**config.mk**
```make
export PLATFORM = sky130hd
export DESIGN_NAME = lfpd_ctrl
export DESIGN_NICKNAME = d
export VERILOG_FILES = /design/src/sv/lfpd_pkg.sv /design/src/sv/lfpd_ctrl.sv
export SDC_FILE = /design/constraint.sdc
export NUM_CORES = 1
export LEC_CHECK = 0
export BUFFER_PORTS_ARGS = -buffer_cell sky130_fd_sc_hd__buf_2
export CORE_AREA = 2 2 39 41
export DETAILED_ROUTE_END_ITERATION = 10
export DIE_AREA = 0 0 41 43
export SLEW_MARGIN = 20
export SYNTH_ARGS = -nofsm -noshare
export SYNTH_HDL_FRONTEND = slang
export SYNTH_SLANG_ARGS = --single-unit
```
**constraint.sdc**
```tcl
create_clock -name clk -period 1.8 [get_ports clk]
set_input_delay 0.54 -clock clk [delete_from_list [all_inputs] [get_ports clk]]
set_output_delay 0.54 -clock clk [all_outputs]
set_load 0.02 [all_outputs]
```
**src/sv/lfpd_pkg.sv**
```systemverilog
// ============================================================================
// lfpd_pkg
// Shared types and constants of the line follower PID drive: register
// indexes, motor direction codes, sensor weights and controller commands.
// ============================================================================
`default_nettype none

package lfpd_pkg;

    localparam int MAX_SENSORS = 8;
    localparam int CFG_IDX_W   = 3;
    localparam int CFG_DATA_W  = 16;
    localparam int GAIN_W      = 16;
    localparam int SPEED_W     = 9;
    localparam int THR_W       = 10;
    localparam int ERR_W       = 4;
    localparam int INTEG_W     = 16;
    localparam int DUTY_W      = 8;
    localparam int DIR_W       = 2;
    localparam int SUM_W       = 6;
    localparam int MAG_W       = 4;
    localparam int DIV_STEPS   = MAG_W;
    localparam int PROD_W      = 34;
    localparam int ACC_W       = 36;
    localparam int FRAC_BITS   = 8;
    localparam int CORR_W      = ACC_W - FRAC_BITS;

    localparam logic [CFG_IDX_W-1:0] REG_PROP_GAIN      = 3'd0;
    localparam logic [CFG_IDX_W-1:0] REG_INTEG_GAIN     = 3'd1;
    localparam logic [CFG_IDX_W-1:0] REG_DERIV_GAIN     = 3'd2;
    localparam logic [CFG_IDX_W-1:0] REG_BASE_SPEED     = 3'd3;
    localparam logic [CFG_IDX_W-1:0] REG_LINE_THRESHOLD = 3'd4;

    localparam logic [GAIN_W-1:0]         PROP_GAIN_RESET  = 16'd1920;
    localparam logic [GAIN_W-1:0]         INTEG_GAIN_RESET = 16'd26;
    localparam logic [GAIN_W-1:0]         DERIV_GAIN_RESET = 16'd640;
    localparam logic signed [SPEED_W-1:0] BASE_SPEED_RESET = 9'sd70;
    localparam logic [THR_W-1:0]          THRESHOLD_RESET  = 10'd800;

    localparam logic [DIR_W-1:0] DIR_OFF      = 2'd0;
    localparam logic [DIR_W-1:0] DIR_FORWARD  = 2'd1;
    localparam logic [DIR_W-1:0] DIR_BACKWARD = 2'd2;

    localparam logic signed [SPEED_W-1:0] SPEED_MAX = 9'sd255;
    localparam logic signed [SPEED_W-1:0] SPEED_MIN = -9'sd255;

    localparam logic signed [INTEG_W-1:0] INTEG_MAX = 16'sh7FFF;
    localparam logic signed [INTEG_W-1:0] INTEG_MIN = 16'sh8000;

    localparam logic signed [ERR_W-1:0] SENSOR_WEIGHT [MAX_SENSORS] =
        '{4'sd7, 4'sd4, 4'sd2, 4'sd1, -4'sd1, -4'sd2, -4'sd4, -4'sd7};

    typedef enum logic [1:0] {
        MUL_PROP,
        MUL_INTEG,
        MUL_DERIV
    } mul_sel_t;

    typedef struct packed {
        logic     load_scan;
        logic     div_step;
        logic     prep;
        logic     mul_en;
        mul_sel_t mul_sel;
        logic     acc_clear;
        logic     acc_add;
        logic     corr;
        logic     out_load;
    } lfpd_cmd_t;

    typedef struct packed {
        logic out_free;
    } lfpd_stat_t;

endpackage

`default_nettype wire

```
**src/sv/lfpd_ctrl.sv**
```systemverilog
// ============================================================================
// lfpd_ctrl
// Sequencer of the line follower PID drive. Steps the datapath through the
// hit-count division, the error and integral update, the three gain
// products, the accumulation, the correction and the result load.
// ============================================================================
`default_nettype none

module lfpd_ctrl
    import lfpd_pkg::*;
(
    input  wire logic       clk,
    input  wire logic       rst_n,
    input  wire logic       in_valid,
    output logic            in_ready,
    input  wire lfpd_stat_t stat,
    output lfpd_cmd_t       cmd
);

    localparam int CNT_W = $clog2(DIV_STEPS);

    typedef enum logic [3:0] {
        ST_IDLE,
        ST_DIV,
        ST_PREP,
        ST_MUL_P,
        ST_MUL_I,
        ST_MUL_D,
        ST_ACC,
        ST_CORR,
        ST_DONE
    } state_t;

    state_t             state_reg;
    state_t             state_next;
    logic [CNT_W-1:0]   cnt_reg;
    logic [CNT_W-1:0]   cnt_next;

    assign in_ready = (state_reg == ST_IDLE);

    always_comb
    begin
        state_next = state_reg;
        cnt_next   = cnt_reg;
        cmd        = '0;
        cmd.mul_sel = MUL_PROP;
        case (state_reg)
            ST_IDLE:
            begin
                if (in_valid)
                begin
                    cmd.load_scan = 1'b1;
                    cnt_next      = '0;
                    state_next    = ST_DIV;
                end
            end
            ST_DIV:
            begin
                cmd.div_step = 1'b1;
                cnt_next     = cnt_reg + 1'b1;
                if (cnt_reg == CNT_W'(DIV_STEPS - 1))
                begin
                    state_next = ST_PREP;
                end
            end
            ST_PREP:
            begin
                cmd.prep   = 1'b1;
                state_next = ST_MUL_P;
            end
            ST_MUL_P:
            begin
                cmd.mul_en  = 1'b1;
                cmd.mul_sel = MUL_PROP;
                state_next  = ST_MUL_I;
            end
            ST_MUL_I:
            begin
                cmd.mul_en    = 1'b1;
                cmd.mul_sel   = MUL_INTEG;
                cmd.acc_clear = 1'b1;
                state_next    = ST_MUL_D;
            end
            ST_MUL_D:
            begin
                cmd.mul_en  = 1'b1;
                cmd.mul_sel = MUL_DERIV;
                cmd.acc_add = 1'b1;
                state_next  = ST_ACC;
            end
            ST_ACC:
            begin
                cmd.acc_add = 1'b1;
                state_next  = ST_CORR;
            end
            ST_CORR:
            begin
                cmd.corr   = 1'b1;
                state_next = ST_DONE;
            end
            ST_DONE:
            begin
                if (stat.out_free)
                begin
                    cmd.out_load = 1'b1;
                    state_next   = ST_IDLE;
                end
            end
            default:
            begin
                state_next = ST_IDLE;
            end
        endcase
    end

    always_ff @(posedge clk or negedge rst_n)
    begin
        if (!rst_n)
        begin
            state_reg <= ST_IDLE;
            cnt_reg   <= '0;
        end
        else
        begin
            state_reg <= state_next;
            cnt_reg   <= cnt_next;
        end
    end

endmodule

`default_nettype wire

```
==> run summary <==
Flop pwr share: 20.2%
Worst slew pin tran: 0.220 ns
Comb power frac: 71.7%
Die H: 43 um
Mean Syn Cell Area: 9.51 um2
Port Buffers: 14
Kind of start point of the critical path: flop
Total of max-cap violations: 0
Crit end category: output pin
First-pass GRT wire length: 1680 um
Required time worst endpoint: 1.26 ns
Slew Viols, Final: 0
Num CTS Buffers: 3
Share of cells above drive strength 1: 71.0%
Clk pwr share: 8.1%
Initial antenna violation count: 0
Final setup fails: 7
Layout Nets: 76
Drt wl/cell: 12.9 um
Flop-to-flop setup slack: 0.48 ns
Synthesis Warnings: 0
Fmax: 542 MHz
Flop and latch count out of synthesis: 6
RD Place Congestion: 0.686
CTS tree: yes
Arr. time, crit path: 1.31 ns
Worst clock skew: 0.00240 ns
Post-CTS Hold Buffers: 0
Synthesized cell area: 409 um2
Final min period: 1.85 ns
Final Cycle Share: 103%
DR vias/cell: 4.92
Sink Count: 6
DR iter-0 viols: 3
Hpwl dp: 688 um
Rows: 14
Synth cell types: 23
R2R Path Start: state_reg[1]
Via count: 418
Die X: 41 um
CP max FO: 6
Sw power: 645 uW
Power Total: 1450 uW
GRT Overall Usage: 14.2%
Starting Density: 29.6%
Clk slew on worst S/H paths: 0.04 ns
RSZ-0062 raised after global routing: true
Maximum buffer depth of the clock tree: 2
Switching Share: 44.6%
CP Class: reg2out
Hold Fails Final Rpt: 0
Int Power: 802 uW
CTS Root Cell: clkbuf_4
# IOs: 15
Syn nets: 48
Largest net degree at the start of global routing: 8
Antenna diodes: 0
Status: complete, but fails checks
FF-to-FF path depth: 5
Slew HR: 85.2%
Post-synthesis sequential area ratio: 36.7%
Final WS setup: -0.0450 ns
Maximum vdd drop: 0.700 mV
Die footprint: 1760 um2
Total core area: 1380 um2
Worst-Skew Late Latency: 0.24 ns
P&R area growth vs syn: 70.9%
Final WL: 1100 um
HP Class: in2async
Worst Setup EP: cmd[9]
Final hold slack: 0.118 ns
Violated checks: negative setup slack
Pwr per Cell Area: 2070 nW/um2
Reg2reg end: cnt_reg[0]
Largest register FFs: 4
Syn Inst Count: 43
Leak: 0.000329 uW
Antenna viol nets, final: 0
DRC: 0
H-Tree Depth: 1
CP startpoint: state_reg[1]
Vias in the first global route: 392
Gr ovfl total: 0
Drt pass-1 iters: 4
==> area by class of cell <==
cell class / count / area, um2
clock buffer: 3 / 22.5
fill: 127 / 684
multi-input combinational: 33 / 290
sequential: 6 / 154
tap: 16 / 20.0
timing repair buffer: 27 / 213
==> metrics by stage <==
step | setup TNS, ns | util [%] | area (um2) | std cells | setup WS [ns]
floorplan | 0 | - | 409 | 43 | 0.000788
global placement | 0 | 37.1 | 513 | 75 | 0.109
detailed placement | 0 | 37.1 | 513 | 75 | 0.116
CTS | -0.141 | 45.6 | 631 | 82 | -0.0424
global route | -0.793 | 50.5 | 699 | 85 | -0.136
finish | -0.140 | 50.5 | 699 | 85 | -0.0450
==> cell families after synthesis <==
family                   share of synthesized area [%]
buffers and inverters                             7.64
flip-flops                                        36.7
adder cells (fa/ha/maj)                           3.06
AO/OA/AOI/OAI                                     10.7
AND/OR/NAND/NOR                                   34.3
XOR/XNOR                                          2.14
multiplexers                                      5.50
==> power by group through the flow <==
| stage | registers [uW] | clock network [uW] | logic, uW |
|---|---|---|---|
| 3_3_place_gp | 294 | 0 | 685 |
| 4_1_cts | 287 | 124 | 891 |
| 2_1_floorplan | 228 | 0 | 570 |
| 6_report | 292 | 117 | 1040 |
| 3_5_place_dp | 295 | 0 | 687 |
| 5_1_grt | 299 | 137 | 1120 |
==> cells in the mapped netlist <==
| master | count | area share, % |
|---|---|---|
| dfrtp_1 | 6 | 37 |
| nor3_1 | 5 | 6.1 |
| nor2_1 | 4 | 3.7 |
| a21oi_1 | 3 | 3.7 |
| buf_4 | 2 | 3.7 |
| mux2_2 | 2 | 5.5 |
| nand2_1 | 2 | 1.8 |
| nand2b_1 | 2 | 3.1 |
| nor3_2 | 2 | 4.9 |
| nor4_1 | 2 | 3.1 |
| a21o_1 | 1 | 1.8 |
| a22o_1 | 1 | 2.1 |
| and2_1 | 1 | 1.5 |
| buf_2 | 1 | 1.2 |
| buf_6 | 1 | 2.8 |
| ha_1 | 1 | 3.1 |
| nand2_2 | 1 | 1.5 |
| nor4_4 | 1 | 5.2 |
| o21ai_1 | 1 | 1.2 |
| o21bai_1 | 1 | 1.8 |
| or2_1 | 1 | 1.5 |
| or2b_1 | 1 | 1.8 |
| xor2_1 | 1 | 2.1 |
==> worst min-delay path by stage <==
stage	slack, ns	start	end	cells after the start
floorplan	0.24	rst_n	cnt_reg[0]	0
global route	0.11	rst_n	cnt_reg[1]	1
global placement	0.37	rst_n	state_reg[1]	1
detailed placement	0.37	rst_n	cnt_reg[1]	1
CTS	0.11	rst_n	cnt_reg[1]	1
finish	0.12	rst_n	cnt_reg[1]	1
==> routing by layer <==
metal | vias up | global-route usage [%] | share of wire [%]
met4 | 0 | 10.0 | 3.5
met1 | 191 | 17.8 | 42
met2 | 20 | 20.3 | 49
met5 | - | 0 | 0
li1 | 203 | - | -
met3 | 4 | 3.14 | 5.7
==> critical path: stages, from the launching register on <==
cell and delay [ns]:
dfrtp_2 0.44, buf_6 0.14, nor4_4 0.21, and2_4 0.18, buf_6 0.10
==> layout by cell type (no fill, tap or decap), types with 3 or more instances in the layout <==
| master | instances |
|---|---|
| buf_2 | 5 |
| buf_4 | 16 |
| buf_6 | 6 |
| clkbuf_4 | 3 |
| dfrtp_1 | 3 |
| dfrtp_2 | 3 |
| nor3_2 | 3 |
==> timing repair <==
| action | 4_1_cts | 5_1_grt |
|---|---|---|
| setup endpoints to repair | 11 | 11 |
| setup buffers | 4 | 3 |
| pin swaps | 2 | 4 |
| gates resized for setup | 21 | 11 |
| hold endpoints to repair | 0 | 0 |
Power figures use the tool's default switching activity.
